**src/hdl/clni_pkg.sv**
```systemverilog
// ----------------------------------------------------------------------------
// clni_pkg - shared types and constants
// Phase codes, register indexes, request kinds and the init command table
// for the character LCD 4-bit bus interface.
// ----------------------------------------------------------------------------
package clni_pkg;

   // request kinds (req_tuser)
   localparam logic [1:0] KIND_TICK = 2'd0;
   localparam logic [1:0] KIND_CMD  = 2'd1;
   localparam logic [1:0] KIND_DATA = 2'd2;
   localparam logic [1:0] KIND_INIT = 2'd3;

   // register indexes
   localparam logic [1:0] CSR_ENABLE_PULSE = 2'd0;
   localparam logic [1:0] CSR_BYTE_WAIT    = 2'd1;
   localparam logic [1:0] CSR_POWER_UP     = 2'd2;

   // register reset values
   localparam logic [7:0]  ENABLE_PULSE_RST = 8'd1;
   localparam logic [15:0] BYTE_WAIT_RST    = 16'd2000;
   localparam logic [15:0] POWER_UP_RST     = 16'd20000;

   // sequencer phases
   localparam logic [2:0] PH_IDLE      = 3'd0;
   localparam logic [2:0] PH_POWER     = 3'd1;
   localparam logic [2:0] PH_HI_EN     = 3'd2;
   localparam logic [2:0] PH_HI_GAP    = 3'd3;
   localparam logic [2:0] PH_LO_EN     = 3'd4;
   localparam logic [2:0] PH_BYTE_WAIT = 3'd5;
   localparam logic [2:0] PH_INIT_WAIT = 3'd6;

   localparam logic [2:0] INIT_COUNT = 3'd6;

   typedef struct packed {
      logic [7:0]  enable_pulse_us;
      logic [15:0] byte_wait_us;
      logic [15:0] power_up_wait_us;
   } clni_cfg_type;

   typedef struct packed {
      logic       rejected;
      logic       busy_res;
      logic       en;
      logic       rw;
      logic       rs;
      logic [3:0] data_nibble;
   } clni_lines_type;

   function automatic logic [7:0] init_byte(input logic [2:0] step);
      logic [7:0] b;
      case (step)
         3'd0:    b = 8'h02;
         3'd1:    b = 8'h28;
         3'd2:    b = 8'h0C;
         3'd3:    b = 8'h01;
         3'd4:    b = 8'h06;
         3'd5:    b = 8'h80;
         default: b = 8'h00;
      endcase
      return b;
   endfunction

   function automatic logic [15:0] init_wait(input logic [2:0] step);
      logic [15:0] w;
      case (step)
         3'd0:    w = 16'd5000;
         3'd1:    w = 16'd1000;
         3'd2:    w = 16'd1000;
         3'd3:    w = 16'd2000;
         3'd4:    w = 16'd1000;
         3'd5:    w = 16'd1000;
         default: w = 16'd1;
      endcase
      return w;
   endfunction

endpackage

```
**src/hdl/char_lcd_nibble_interface_unit.sv**
```systemverilog
// ----------------------------------------------------------------------------
// char_lcd_nibble_interface_unit - character LCD 4-bit bus interface
// Top level: register port, stream handshake and result register.
// ----------------------------------------------------------------------------
// Every input word (a 1 us tick, a command byte, a data byte or an init
// request) yields exactly one output word giving the display line levels
// after it. One word per cycle is taken and answered in the next cycle: the
// sequencer updates in the accept cycle and the line levels land in the
// output register, which keeps taking words as long as rsp_tready is high
// or the register is empty. Timing on the display side is counted in ticks,
// not clocks. Command, data and init requests sent while a byte or init
// sequence is running come back with rejected set and change nothing.
module char_lcd_nibble_interface_unit
   import clni_pkg::*;
#(
   parameter int WAIT_WIDTH = 17
) (
   input  logic        clock,
   input  logic        reset,
   input  logic        csr_we,
   input  logic [1:0]  csr_index,
   input  logic [15:0] csr_wdata,
   input  logic        req_tvalid,
   output logic        req_tready,
   input  logic [7:0]  req_tdata,   // [7:0] byte_value
   input  logic [1:0]  req_tuser,   // [1:0] kind
   output logic        rsp_tvalid,
   input  logic        rsp_tready,
   output logic [15:0] rsp_tdata    // [3:0] data_nibble, [4] rs, [5] rw, [6] en,
                                    // [7] busy_res, [8] rejected, rest zero
);

   clni_cfg_type   cfg_ff;
   clni_lines_type lines;
   clni_lines_type rsp_ff;
   logic           rsp_valid_ff;
   logic           accept;

   always_ff @(posedge clock) begin
      if (reset) begin
         cfg_ff.enable_pulse_us  <= ENABLE_PULSE_RST;
         cfg_ff.byte_wait_us     <= BYTE_WAIT_RST;
         cfg_ff.power_up_wait_us <= POWER_UP_RST;
      end else if (csr_we) begin
         case (csr_index)
            CSR_ENABLE_PULSE: cfg_ff.enable_pulse_us  <= csr_wdata[7:0];
            CSR_BYTE_WAIT:    cfg_ff.byte_wait_us     <= csr_wdata;
            CSR_POWER_UP:     cfg_ff.power_up_wait_us <= csr_wdata;
            default: ;
         endcase
      end
   end

   assign req_tready = !rsp_valid_ff || rsp_tready;
   assign accept     = req_tvalid && req_tready;

   clni_seq #(
      .WAIT_WIDTH (WAIT_WIDTH)
   ) u_seq (
      .clock      (clock),
      .reset      (reset),
      .step       (accept),
      .kind       (req_tuser),
      .byte_value (req_tdata),
      .cfg        (cfg_ff),
      .lines      (lines)
   );

   always_ff @(posedge clock) begin
      if (reset) begin
         rsp_valid_ff <= 1'b0;
      end else if (req_tready) begin
         rsp_valid_ff <= req_tvalid;
      end
   end

   always_ff @(posedge clock) begin
      if (accept) begin
         rsp_ff <= lines;
      end
   end

   assign rsp_tvalid = rsp_valid_ff;
   assign rsp_tdata  = {7'd0, rsp_ff};

   // a dropped request only happens mid-sequence
   a_reject_busy: assert property (@(posedge clock) disable iff (reset)
      rsp_tvalid && rsp_tdata[8] |-> rsp_tdata[7])
      else $error("rejected word without busy");

   a_en_busy: assert property (@(posedge clock) disable iff (reset)
      rsp_tvalid && rsp_tdata[6] |-> rsp_tdata[7])
      else $error("enable high while idle");

   a_rw_low: assert property (@(posedge clock) disable iff (reset)
      rsp_tvalid |-> !rsp_tdata[5])
      else $error("rw driven high");

   a_reset_empty: assert property (@(posedge clock)
      reset |=> !rsp_tvalid)
      else $error("output valid after reset");

endmodule

```
**src/hdl/clni_seq.sv**
```systemverilog
// ----------------------------------------------------------------------------
// clni_seq - bus sequencer
// Holds phase, wait counter and the byte in flight; works out the next state
// and the line levels for one word per cycle in which step is high.
// ----------------------------------------------------------------------------
module clni_seq
   import clni_pkg::*;
#(
   parameter int WAIT_WIDTH = 17
) (
   input  logic           clock,
   input  logic           reset,
   input  logic           step,
   input  logic [1:0]     kind,
   input  logic [7:0]     byte_value,
   input  clni_cfg_type   cfg,
   output clni_lines_type lines
);

   logic [2:0]            phase_ff, phase_in;
   logic [WAIT_WIDTH-1:0] wait_ff, wait_in;
   logic [7:0]            byte_ff, byte_in;
   logic                  rs_ff, rs_in;
   logic [2:0]            init_step_ff, init_step_in;
   logic                  init_active_ff, init_active_in;
   logic                  rej;
   logic [2:0]            step_inc;
   logic                  hi, en;

   // zero counts as one tick, long values saturate
   function automatic logic [WAIT_WIDTH-1:0] wait_len(input logic [15:0] v);
      logic [WAIT_WIDTH-1:0] r;
      if (v == 16'd0) begin
         r = WAIT_WIDTH'(1);
      end else if ((WAIT_WIDTH < 16) && ((v >> WAIT_WIDTH) != 16'd0)) begin
         r = '1;
      end else begin
         r = WAIT_WIDTH'(v);
      end
      return r;
   endfunction

   assign step_inc = init_step_ff + 3'd1;

   always_comb begin
      phase_in       = phase_ff;
      wait_in        = wait_ff;
      byte_in        = byte_ff;
      rs_in          = rs_ff;
      init_step_in   = init_step_ff;
      init_active_in = init_active_ff;
      rej            = 1'b0;
      if (step) begin
         if (kind == KIND_TICK) begin
            if (phase_ff != PH_IDLE) begin
               if (wait_ff > WAIT_WIDTH'(1)) begin
                  wait_in = wait_ff - WAIT_WIDTH'(1);
               end else begin
                  case (phase_ff)
                     PH_POWER: begin
                        init_step_in = 3'd0;
                        byte_in      = init_byte(3'd0);
                        rs_in        = 1'b0;
                        phase_in     = PH_HI_EN;
                        wait_in      = wait_len({8'd0, cfg.enable_pulse_us});
                     end
                     PH_HI_EN: begin
                        phase_in = PH_HI_GAP;
                        wait_in  = wait_len({8'd0, cfg.enable_pulse_us});
                     end
                     PH_HI_GAP: begin
                        phase_in = PH_LO_EN;
                        wait_in  = wait_len({8'd0, cfg.enable_pulse_us});
                     end
                     PH_LO_EN: begin
                        phase_in = PH_BYTE_WAIT;
                        wait_in  = wait_len(cfg.byte_wait_us);
                     end
                     PH_BYTE_WAIT: begin
                        if (init_active_ff && (init_step_ff < INIT_COUNT)) begin
                           phase_in = PH_INIT_WAIT;
                           wait_in  = wait_len(init_wait(init_step_ff));
                        end else begin
                           init_active_in = 1'b0;
                           init_step_in   = 3'd0;
                           phase_in       = PH_IDLE;
                           wait_in        = '0;
                        end
                     end
                     PH_INIT_WAIT: begin
                        if (step_inc < INIT_COUNT) begin
                           init_step_in = step_inc;
                           byte_in      = init_byte(step_inc);
                           rs_in        = 1'b0;
                           phase_in     = PH_HI_EN;
                           wait_in      = wait_len({8'd0, cfg.enable_pulse_us});
                        end else begin
                           init_active_in = 1'b0;
                           init_step_in   = 3'd0;
                           phase_in       = PH_IDLE;
                           wait_in        = '0;
                        end
                     end
                     default: begin
                        phase_in = PH_IDLE;
                        wait_in  = '0;
                     end
                  endcase
               end
            end
         end else if (phase_ff != PH_IDLE) begin
            rej = 1'b1;
         end else if (kind == KIND_INIT) begin
            init_active_in = 1'b1;
            init_step_in   = 3'd0;
            phase_in       = PH_POWER;
            wait_in        = wait_len(cfg.power_up_wait_us);
         end else begin
            byte_in  = byte_value;
            rs_in    = (kind == KIND_DATA);
            phase_in = PH_HI_EN;
            wait_in  = wait_len({8'd0, cfg.enable_pulse_us});
         end
      end
   end

   always_ff @(posedge clock) begin
      if (reset) begin
         phase_ff       <= PH_IDLE;
         wait_ff        <= '0;
         byte_ff        <= 8'd0;
         rs_ff          <= 1'b0;
         init_step_ff   <= 3'd0;
         init_active_ff <= 1'b0;
      end else begin
         phase_ff       <= phase_in;
         wait_ff        <= wait_in;
         byte_ff        <= byte_in;
         rs_ff          <= rs_in;
         init_step_ff   <= init_step_in;
         init_active_ff <= init_active_in;
      end
   end

   // line levels as they stand after this word
   assign hi = (phase_in == PH_HI_EN) || (phase_in == PH_HI_GAP);
   assign en = (phase_in == PH_HI_EN) || (phase_in == PH_LO_EN);

   always_comb begin
      lines.data_nibble = hi ? byte_in[7:4] : byte_in[3:0];
      lines.rs          = rs_in;
      lines.rw          = 1'b0;
      lines.en          = en;
      lines.busy_res    = (phase_in != PH_IDLE);
      lines.rejected    = rej;
   end

endmodule
```
**config.mk**
```make
export PLATFORM = sky130hd
export DESIGN_NAME = char_lcd_nibble_interface_unit
export DESIGN_NICKNAME = d
export VERILOG_FILES = /design/src/hdl/clni_pkg.sv /design/src/hdl/char_lcd_nibble_interface_unit.sv /design/src/hdl/clni_seq.sv
export SDC_FILE = /design/constraint.sdc
export NUM_CORES = 1
export LEC_CHECK = 0
export BUFFER_PORTS_ARGS = -buffer_cell sky130_fd_sc_hd__buf_2
export CAP_MARGIN = 0
export CELL_PAD_IN_SITES_DETAIL_PLACEMENT = 1
export CELL_PAD_IN_SITES_GLOBAL_PLACEMENT = 2
export CORE_MARGIN = 2
export CORE_UTILIZATION = 38
export DETAILED_ROUTE_END_ITERATION = 10
export GPL_TIMING_DRIVEN = 1
export PLACE_DENSITY_LB_ADDON = 0.08
export SETUP_SLACK_MARGIN = 0.15
export SLEW_MARGIN = 10
export SYNTH_ARGS = -nofsm -noshare
export SYNTH_HDL_FRONTEND = slang
export SYNTH_SLANG_ARGS = --single-unit
```
**constraint.sdc**
```tcl
create_clock -name clock -period 5 [get_ports clock]
set_input_delay 0 -clock clock [delete_from_list [all_inputs] [get_ports clock]]
set_output_delay 0 -clock clock [all_outputs]
set_load 0.01 [all_outputs]
```
# Word-level counts from Yosys, hierarchy flattened
# Index checks and enable logic that the tools add are counted.
# Widths: inputs -> output; s select.
[totals]
ff_bits = 82
input_bits = 33
out_inout_bits = 18
wordCells = 138
[op_classes]
addsub = 2
magnitude_cmp = 3
n_eq_ne = 30
n_mux = 63
reduce_logical = 25
[ops]
columns = ["op", "n"]
rows = [
  ["$mux 16", 11],
  ["$mux 8", 9],
  ["$mux 17", 4],
  ["$pmux 17 s4", 1],
  ["$logic_not 16->1", 3],
  ["$pmux 8 s6", 1],
  ["$mux 3", 13],
  ["$pmux 13 s3", 1],
  ["$eq 3x2->1 const B", 8],
  ["$eq 3x3->1 const B", 8],
  ["$pmux 3 s6", 1],
  ["$gt 17x1->1 const B", 1],
  ["$sub 17x1->17 const B", 1],
  ["$pmux 8 s2", 1],
  ["$mux 1", 15],
  ["$eq 3x1->1 const B", 3],
  ["$ne 3x3->1 const B", 3],
  ["$pmux 3 s3", 1],
  ["$logic_not 8->1", 1],
  ["$reduce_and 8->1", 1],
  ["$reduce_and 7->1", 1],
  ["$eq 2x2->1 const B", 3],
  ["$logic_not 3->1", 2],
  ["$lt 3x3->1 const B", 2],
  ["18 further kinds", 28],
]

# Longest topological paths before layout
# Gate-level depths: netlist of the first run.
[depth]
ltp_word = 16
ltp_mapped = 10
depth_no_buf = 8

# Hierarchy
# A second synthesis of the first run with hierarchy kept.
[hier_totals]
cells_unflattened = 579
area_unflattened_um2 = 4987.3
[modules_own_cells]
columns = ["module", "n_inst", "cells_per_inst", "area_per_inst_um2", "seq_area_each_um2"]
rows = [
  ["clni_seq", 1, 397, 2964.1, 660.6],
  ["char_lcd_nibble_interface_unit", 1, 182, 2023.2, 1091.0],
]

# Worst setup path before layout of the first run
# Ideal clock, no wire load.
[synth_timing]
path_kind = "register to register"
start = "reg u_seq.wait_ff[3]"
end = "reg rsp_ff (netlist bit rsp_tdata[3]) (data pin)"
setup_time_ns = 0.260
arrival_time_ns = 2.840
t_required_ns = 4.740
slack_ns = 1.900
path_stages_with_launch = 10
path_buffers = 3
synth_period_minus_slack_ns = 3.100
path_cell_list = "dfxtp_1 > or4_1 > buf_2 > or4_1 > buf_2 > or4_1 > o221a_1 > nor2b_4 > buf_6 > mux2_4"
[synth_rtl]
columns = ["item", "line_no", "text"]
rows = [
  ["from (decl)", "clni_seq.sv:21", "logic [WAIT_WIDTH-1:0] wait_ff, wait_in;"],
  ["from (signal assigned)", "clni_seq.sv:137", "wait_ff <= wait_in;"],
  ["to (signal assigned)", "char_lcd_nibble_interface_unit.sv:79", "rsp_ff <= lines;"],
  ["to (decl)", "char_lcd_nibble_interface_unit.sv:35", "clni_lines_type rsp_ff;"],
]

==> results of run 1 <==
## worst reg2reg max path, cell delays in order (launching register included)
cell and delay, ps:
dfxtp_1 350, or4_1 650, or4_1 640, nor2_1 700
o221a_1 370, nor2b_4 280, mux2_4 320
## cells in the mapped netlist (4+ instances only)
master     n  area, um2
nor4_1    15      93.84
xnor2_1   11      96.34
or4_1      6      45.04
dfxtp_1   74       1481
a21oi_1   48      240.2
mux2i_1   13      130.1
nand2b_1  11      68.82
o21ai_0   28      140.1
a22oi_1    7      52.55
o211a_1    5      50.05
nor3_1    17      85.08
a221oi_1  10      87.58
buf_4      8      60.06
nor2_1    36      135.1
edfxtp_1   8      240.2
nand2_1   91      341.6
nor2b_1    4      25.02
a22o_1     4      35.03
nand4_1    4      25.02
nand3_1   23      115.1
nand3b_1   4      30.03
and2_1     7      43.79
inv_1     11      41.29
ha_1      12      150.1
o221ai_1   5      43.79
nor3b_1    4      30.03
a211oi_1   4      30.03
clkbuf_1  40      150.1
or3_1      4      25.02
## area by class of cell
class                           instances  area (um2)
Sequential cell                        82        1722
Clock buffer                           10       239.0
Fill cell                            1459        6660
Inverter                               13       48.80
Timing Repair Buffer                   63       410.4
Clock inverter                          5       36.28
Multi-Input combinational cell        447        2711
Tap cell                              147       183.9
## flip-flops by register name (all words and copies together) (netlist names)
signal and flops:
cfg_ff 40, u_seq.wait_ff 17, rsp_tdata 8, u_seq.byte_ff 8, u_seq.init_step_ff 3, u_seq.phase_ff 3, rsp_tvalid 1, u_seq.init_active_ff 1
u_seq.rs_ff 1
## what timing repair did
action | CTS | global route
setup buffers | 0 | 0
setup endpoints to repair | 0 | 0
endpoints found under the hold margin | 41 | 0
hold buffers | 17 | 0
## logic make-up (layout without fill, tap and decap cells)
kind of cell,count (synthesis),count (layout),share of synthesized area [%]
adders and majority gates,14,14,3.628
muxes,14,14,3.094
DFF,82,82,36.70
AOI/OAI and AO/OA,156,156,22.62
other,1,8,0.07994
xor gates and xnor gates,14,14,2.614
buffers and inverters,65,91,6.055
and+or+nand+nor,241,241,25.21
## per-layer routing
metal	track usage [%]	vias to the layer above	wire length, um
met2	38.86	124	7276
met3	4.533	23	826
met5	0	-	0
met4	9.960	0	385
li1	-	2183	-
met1	37.94	2248	7989
## report_power, final
group          leakage [nW]  internal (mW)  total, mW  switching [mW]
combinational          1.22          0.153      0.403           0.250
sequential            0.685          0.710      0.756          0.0460
clock                 0.136          0.350      0.635           0.285
## placed cells by master (no fill, tap or decap), types with 7 or more instances in the layout
master,synthesis,final
nand2_1,91,91
dfxtp_1,74,74
a21oi_1,48,48
buf_2,2,42
nor2_1,36,36
o21ai_0,28,28
nand3_1,23,23
nor3_1,17,17
dlygate4sd3_1,0,17
nor4_1,15,15
mux2i_1,13,13
ha_1,12,12
nand2b_1,11,11
xnor2_1,11,11
inv_1,11,11
a221oi_1,10,10
clkbuf_16,0,9
conb_1,1,8
edfxtp_1,8,8
and2_1,7,7
a22oi_1,7,7
## how the worst max path moves through the flow
stage / cells past startpoint / start / endpoint
2_1_floorplan: 9 / u_seq.wait_ff[3]$_SDFFE_PP0P_ / rsp_tdata[3]$_DFFE_PP_
3_3_place_gp: 6 / u_seq.wait_ff[3]$_SDFFE_PP0P_ / rsp_tdata[3]$_DFFE_PP_
3_5_place_dp: 6 / u_seq.wait_ff[3]$_SDFFE_PP0P_ / rsp_tdata[3]$_DFFE_PP_
4_1_cts: 6 / u_seq.wait_ff[3]$_SDFFE_PP0P_ / rsp_tdata[3]$_DFFE_PP_
5_1_grt: 6 / u_seq.wait_ff[3]$_SDFFE_PP0P_ / rsp_tdata[3]$_DFFE_PP_
6_report: 6 / u_seq.wait_ff[3]$_SDFFE_PP0P_ / rsp_tdata[3]$_DFFE_PP_
==> reports/metrics.yaml, run 1 <==
outcome:
  status: "complete, no violations"
setup_path:
  crit_top_cell: "or4_1"
  crit_buf_inv: 0
  r2r_end: "rsp_tdata[3]$_DFFE_PP_"
  path_cells: "or4_1 > or4_1 > nor2_1 > o221a_1 > nor2b_4 > mux2_4"
  crit_path_end_kind: "flip-flop"
  path_class: "reg2reg"
  reg2reg_depth: 6
  critPathLaunchType: "flip-flop"
  critPathTopFamily: "simple AND/OR/NAND/NOR gates"
  reg2reg_from: "u_seq.wait_ff[3]$_SDFFE_PP0P_"
  worstPathMaxFanout: 11
  crit_path_top_delay_cell: "nor2_1"
  cp_slowest_stage_delay_ps: 690
  r2r_slack_ps: 1440
  arrival_ps: 3660
  required_ps: 5100
clock_network:
  cts_resized: 0
  path_clk_slew_ps: 60
  cts_tree: "yes"
  clock_path_buffers: 2
  cts_buffers: 9
  clock_sinks: 82
  insertion_delay_ps: 350
  root_buffer: "clkbuf_16"
  htreeDepth: 3
floorplanning:
  die_area_um2: 13250
  initial_core_util_pct: 39.05
  dieWidth_um: 115.1
  std_cell_rows: 40
  dieHeight_um: 115.1
  core_area_um2: 12010
  num_io_pins: 51
worst_hold_path:
  holdPathEnd: "u_seq.byte_ff[4]$_SDFF_PP0_"
  hp-start: "req_tdata[4]"
  hold_path_depth: 4
  holdCritPathClass: "in2reg"
routing:
  wl_per_cell_um: 21.48
  drt_iter0_drc: 287
  wl_um: 16480
  via_count: 4578
  first_pass_iters: 4
  antenna_left: 0
  drc: 0
  via_per_inst: 5.969
timing:
  rsz0062_at_grt: "false"
  tns_ps: 0
  worst_pin_slew_ps: 1191
  setup_ws_ps: 1444
  period_share_pct: 71.12
  setup_viol: 0
  max_slew_margin_pct: 20.54
  min_period_ps: 3556
  hold_violations: 0
  fin_worst_skew_ps: 10.18
  fin_hold_ws_ps: 47.37
  fmax_mhz: 281.2
  drv_slew: 0
finish:
  utilization_pct: 44.55
  area_growth_pct: 14.08
  fin_cells: 767
  num_antenna_cells: 0
  finalInstanceArea_um2: 5351
  drive_above_1_share_pct: 10.97
  finalNetCount: 661
pwr:
  leakage_nw: 2.040
  power.density_nw_per_um2: 335.4
  vdd_drop_max_mv: 0.1792
  power_mw: 1.795
yosys:
  synth.cell_area_um2: 4691
  synthArstFlopShare_pct: 0
  yosys_warnings: 0
  synth_cell_types: 73
  ys_ff_latch: 82
  synth_cells: 587
  synth_edf_count: 8
  ys_seq_area_share_pct: 36.70
  syn_avg_cell_area_um2: 7.991
  ys.flop_type: "dfxtp_1"
placement:
  place_area_um2: 4906
  port-buffer-count: 42
  place.gp.congestion: 0.8870
  place_ws_ps: 1453
  dp.cells: 735
  hpwlAfterDp_um: 11860
global_route:
  grt_pass1_wl_um: 26400
  track_usage_pct: 26.19
  grt_max_degree: 46
  overflow: 0
  grt_pass1_vias: 4647
  antenna_found_initial: 0
flow_run:
  maxCapViolCount: 0
(Power assumes the default switching activity.)
==> run 2: changes to the inputs <==
CORE_UTILIZATION = 35   (was 38)
clock period = 3.3 ns   (was 5 ns; I/O delays follow)
==> reports/metrics.yaml, run 2 (synthesis gave the netlist of run 1 again) <==
global_route:
  track_usage_pct: 24.18  # -2.0 points
  antenna_found_initial: 0  # unchanged
  overflow: 0  # unchanged
  grt_pass1_vias: 4606  # -0.88%
  grt_pass1_wl_um: 26540  # +0.55%
  grt_max_degree: 45  # -2.2%
timing:
  fin_worst_skew_ps: 8.745  # -1.439 ps
  fmax_mhz: 333.7  # +19%
  tns_ps: 0  # unchanged
  period_share_pct: 90.82  # +20 points
  drv_slew: 0  # unchanged
  setup_viol: 0  # unchanged
  max_slew_margin_pct: 22.56  # +2.0 points
  worst_pin_slew_ps: 1160  # -30.34 ps
  min_period_ps: 2997  # -559.3 ps
  rsz0062_at_grt: "false"
  hold_violations: 0  # unchanged
routing:
  first_pass_iters: 5  # +1
  antenna_left: 0  # unchanged
  wl_um: 16680  # +1.2%
  wl_per_cell_um: 20.41  # -5.0%
  drt_iter0_drc: 335  # +17%
  via_count: 4716  # +3.0%
  via_per_inst: 5.772  # -3.3%
  drc: 0  # unchanged
pwr:
  power.net_switching_uw: 920.8  # +58%
  vdd_drop_max_mv: 0.2527  # +41%
  leakage_nw: 2.151  # +5.4%
  seqPwrFrac_pct: 39.4  # -2.7 points
  p_int_mw: 1.956  # +61%
  p_clk_share_pct: 36.9  # +1.5 points
  p_comb_share_pct: 23.7  # +1.2 points
  power.density_nw_per_um2: 515.1  # +54%
  switching_share_pct: 32.01  # -0.38 points
setup_path:
  reg2reg_depth: 7  # +1
  arrival_ps: 3270  # -390 ps
  critPathLaunchType: "flip-flop"
  crit_path_top_delay_cell: "or4_1"
  path_cells: "or4_1 > or4_4 > buf_4 > a2111oi_0 > o21ai_0 > or4_1 > a21oi_1"
  required_ps: 3580  # -1520 ps
  path_class: "reg2reg"
  cp_slowest_stage_delay_ps: 570  # -120 ps
  crit_path_end_kind: "flip-flop"
  path_depth: 7  # +1
  worstPathMaxFanout: 7  # -4
  crit_top_cell: "or4_1"
  crit_buf_inv: 1  # +1
  critPathTopFamily: "simple AND/OR/NAND/NOR gates"
finish:
  finalNetCount: 681  # +3.0%
  drive_above_1_share_pct: 14.04  # +3.1 points
  layout_commonest_cell: "nand2_1"
  reg_top3: "cfg_ff x40, u_seq.wait_ff x17"
  top_register: "cfg_ff"
  largest_register_ffs: 40  # unchanged
  finalInstanceArea_um2: 5584  # +4.3%
  final_cell_mix: "nand2_1, dfxtp_1, a21oi_1"
  num_antenna_cells: 0  # unchanged
  area_growth_pct: 19.05
placement:
  place.gp.congestion: 0.9008  # +1.6%
  hpwlAfterDp_um: 12020  # +1.4%
  port-buffer-count: 42  # unchanged
  place_area_um2: 5092  # +3.8%
worst_hold_path:
  hold_path_depth: 4  # unchanged
  holdCritPathClass: "in2reg"
clock_network:
  path_clk_slew_ps: 70  # about the same
  insertion_delay_ps: 350  # about the same
  postCtsSetupRepairBufs: 0  # unchanged
  cts_buffers: 9  # unchanged
  root_buffer: "clkbuf_16"
  clock_sinks: 82  # unchanged
  clock_path_buffers: 2  # unchanged
  htreeDepth: 3  # unchanged
  cts_tree: "yes"
flow_run:
  maxCapViolCount: 0  # unchanged
floorplanning:
  core_area_um2: 13190  # +9.8%
  dieHeight_um: 119.8  # +4.0%
  die_area_um2: 14340  # +8.3%
  dieWidth_um: 119.8  # +4.0%
  std_cell_rows: 42  # +5.0%
  num_io_pins: 51  # unchanged
  initial_core_util_pct: 35.56  # -3.5 points
outcome:
  status: "complete, no violations"
-- run 2: routing by layer --
metal	global-route usage, %	wire length (um)
met1	35.74	8365
met2	35.11	7188
met3	3.470	732
met4	9.853	393
met5	0	0
-- run 2: worst min-delay path, delay by kind of cell --
kind	cells	cell delay, ps
AND/OR/NAND/NOR	2	140
AO/OA/AOI/OAI	1	130
buffers and inverters	1	80
-- run 2: final cells by class --
type | instances | area [um2]
repair buffers | 83 | 560.5
flip-flops and latches | 82 | 1722
well taps | 176 | 220.2
clock buffers | 13 | 282.8
fillers | 1581 | 7606
clock inverters | 3 | 27.53
multi-input cells | 447 | 2723
inverters | 13 | 48.80
-- run 2: path summary, 6_finish.rpt --
| check | start | end | slack, ps |
|---|---|---|---|
| setup / recovery | u_seq.wait_ff[3]$_SDFFE_PP0P_ | u_seq.init_step_ff[0]$_SDFFE_PP0P_ | 300 |
| hold / removal | req_tdata[1] | u_seq.byte_ff[1]$_SDFF_PP0_ | 30 |
| setup reg to reg | u_seq.wait_ff[3]$_SDFFE_PP0P_ | u_seq.init_step_ff[0]$_SDFFE_PP0P_ | 300 |
| hold reg to reg | cfg_ff[32]$_SDFFE_PP1P_ | cfg_ff[32]$_SDFFE_PP1P_ | 480 |
-- run 2: timing repair --
action | CTS | global route
hold endpoints to repair | 41 | 0
hold buffers | 17 | 0
endpoints found under the setup margin | 0 | 6
resized for setup | 0 | 2
-- run 2: stage by stage --
step	hold slack, ps	setup WS, ps	instances	power, mW	utilization (%)
2_1_floorplan	124.0	200.1	594	1.582	-
3_3_place_gp	228.3	273.4	784	1.795	38.61
3_5_place_dp	238.7	163.7	784	1.806	38.61
4_1_cts	28.55	152.4	817	2.885	42.25
5_1_grt	70.83	166.2	817	3.022	42.34
6_report	31.67	303.1	817	2.877	42.34
-- run 2: power groups by stage --
stage	Sequential, mW	Combinational [mW]	Clock [mW]
detailed placement	1.16	0.650	0
global placement	1.15	0.643	0
CTS	1.13	0.670	1.08
global route	1.14	0.744	1.14
floorplan	1.14	0.441	0
finish	1.13	0.682	1.06
==> run 3: changes to the inputs <==
CORE_UTILIZATION = 36   (was 35)
CTS_BUF_LIST = sky130_fd_sc_hd__clkbuf_4 sky130_fd_sc_hd__clkbuf_8   (was unset)
==> reports/metrics.yaml, run 3 (synthesis gave the netlist of run 1 again) <==
clock_network:
  htreeDepth: 3  # unchanged
  insertion_delay_ps: 380  # +30 ps
  clock_sinks: 82  # unchanged
  root_buffer: "clkbuf_8"
  path_clk_slew_ps: 90  # +20 ps
  cts_tree: "yes"
  cts_buffers: 9  # unchanged
  postCtsSetupRepairBufs: 0  # unchanged
  clock_path_buffers: 2  # unchanged
routing:
  wl_per_cell_um: 20.86  # +2.2%
  drt_iter0_drc: 334  # -0.30%
  first_pass_iters: 5  # unchanged
  wl_um: 16960  # +1.7%
  via_per_inst: 5.793  # +0.36%
  drc: 0  # unchanged
  via_count: 4710  # -0.13%
  antenna_left: 0  # unchanged
finish:
  num_antenna_cells: 0  # unchanged
  top_register: "cfg_ff"
  drive_above_1_share_pct: 14.35  # +0.31 points
  finalNetCount: 681  # unchanged
  layout_commonest_cell: "nand2_1"
  area_growth_pct: 17.42
  reg_top3: "cfg_ff x40, u_seq.wait_ff x17"
  final_cell_mix: "nand2_1, dfxtp_1, a21oi_1"
  fin_cells: 813  # -0.49%
  largest_register_ffs: 40  # unchanged
  finalInstanceArea_um2: 5508  # -1.4%
pwr:
  vdd_drop_max_mv: 0.2130  # -16%
  power.net_switching_uw: 887.2  # -3.6%
  p_clk_share_pct: 32.4  # -4.5 points
  power_mw: 2.695  # -6.3%
  leakage_nw: 2.123  # -1.3%
  switching_share_pct: 32.92  # +0.91 points
  seqPwrFrac_pct: 42.1  # +2.7 points
  p_comb_share_pct: 25.6  # +1.9 points
  p_int_mw: 1.808  # -7.5%
  power.density_nw_per_um2: 489.4  # -5.0%
placement:
  port-buffer-count: 42  # unchanged
  hpwlAfterDp_um: 12290  # +2.2%
  dp.cells: 779  # -0.64%
  place_area_um2: 5080  # -0.25%
  place.gp.congestion: 0.8726  # -3.1%
floorplanning:
  initial_core_util_pct: 37.02  # +1.5 points
  dieHeight_um: 118.2  # -1.3%
  die_area_um2: 13960  # -2.7%
  num_io_pins: 51  # unchanged
  core_area_um2: 12670  # -3.9%
  dieWidth_um: 118.2  # -1.3%
  std_cell_rows: 41  # -2.4%
timing:
  min_period_ps: 2987  # -10.36 ps
  drv_slew: 0  # unchanged
  hold_violations: 0  # unchanged
  max_slew_margin_pct: 18.61  # -3.9 points
  fin_hold_ws_ps: 24.40  # -7.270 ps
  period_share_pct: 90.50  # -0.31 points
  fin_worst_skew_ps: 16.67  # +7.927 ps
  fmax_mhz: 334.8  # +0.35%
  tns_ps: 0  # unchanged
  worst_pin_slew_ps: 1216  # +56.03 ps
  rsz0062_at_grt: "false"
  setup_viol: 0  # unchanged
global_route:
  grt_pass1_wl_um: 26990  # +1.7%
  overflow: 0  # unchanged
  grt_pass1_vias: 4758  # +3.3%
  grt_max_degree: 45  # unchanged
  track_usage_pct: 24.87  # +0.69 points
  antenna_found_initial: 0  # unchanged
setup_path:
  critPathTopFamily: "simple AND/OR/NAND/NOR gates"
  required_ps: 3440  # -140 ps
  crit_top_cell: "or4_1"
  crit_buf_inv: 0  # -1
  path_cells: "or4_1 > or4_4 > or4_1 > o221a_1 > nor2b_4 > mux2_4"
  arrival_ps: 3120  # -150 ps
  path_class: "reg2reg"
  crit_path_top_delay_cell: "or4_1"
  cp_slowest_stage_delay_ps: 560  # about the same
  critPathLaunchType: "flip-flop"
  crit_path_end_kind: "flip-flop"
  worstPathMaxFanout: 7  # unchanged
flow_run:
  maxCapViolCount: 0  # unchanged
outcome:
  status: "complete, no violations"
worst_hold_path:
  holdCritPathClass: "in2reg"
-- run 3: changes by cell type in the layout (fill, tap and decap cells not counted), moves of 2 or more --
| cell | change |
|---|---|
| clkbuf_16 | -11 |
| inv_6 | +2 |
| bufinv_16 | +2 |
| clkbuf_1 | -2 |
| clkbuf_8 | +10 |
-- run 3: per-stage QoR --
stage	utilization, %	worst slack, ps
3_3_place_gp	40.09	296.3
4_1_cts	43.36	218.3
2_1_floorplan	-	200.1
3_5_place_dp	40.09	156.1
5_1_grt	43.47	230.4
6_report	43.47	313.5
-- run 3: final timing paths --
path / endpoint / start / cells after the start / slack [ps]
setup reg to reg: rsp_tdata[3]$_DFFE_PP_ / u_seq.wait_ff[3]$_SDFFE_PP0P_ / 6 / 310
setup / recovery: rsp_tdata[3]$_DFFE_PP_ / u_seq.wait_ff[3]$_SDFFE_PP0P_ / 6 / 310
hold reg to reg: cfg_ff[30]$_SDFFE_PP0P_ / cfg_ff[30]$_SDFFE_PP0P_ / 2 / 480
hold / removal: u_seq.byte_ff[4]$_SDFF_PP0_ / req_tdata[4] / 4 / 20
-- run 3: power by group through the flow --
stage          logic [mW]  clock network [mW]  registers [mW]
3_5_place_dp        0.655                   0            1.16
4_1_cts             0.677               0.889            1.13
5_1_grt             0.757               0.931            1.14
3_3_place_gp        0.642                   0            1.15
6_report            0.689               0.872            1.13
2_1_floorplan       0.441                   0            1.14
-- run 3: layout make-up --
| class | instances | area [um2] |
|---|---|---|
| Fill cell | 1590 | 7163 |
| Multi-Input combinational cell | 447 | 2730 |
| Sequential cell | 82 | 1722 |
| Timing Repair Buffer | 83 | 563.0 |
| Tap cell | 172 | 215.2 |
| Clock buffer | 11 | 145.1 |
| Clock inverter | 5 | 83.83 |
| Inverter | 13 | 48.80 |
-- run 3: repair_timing --
item                                    4_1_cts  5_1_grt
endpoints found under the setup margin        2        4
gates resized for setup                       2        4
hold buffers                                 18        0
pin swaps                                     0        1
hold endpoints to repair                     42        0
-- run 3: worst min-delay path: stages --
cell     delay [ps]
buf_2            80
a22o_1          110
a22oi_1          70
nor2_1          100
-- run 3: metal layers --
metal	GRT usage (%)	wire, um	vias up
li1	-	-	2228
met1	36.07	8405	2337
met2	38.22	7582	123
met3	2.703	647	22
met4	8.584	323	0
met5	0	0	-
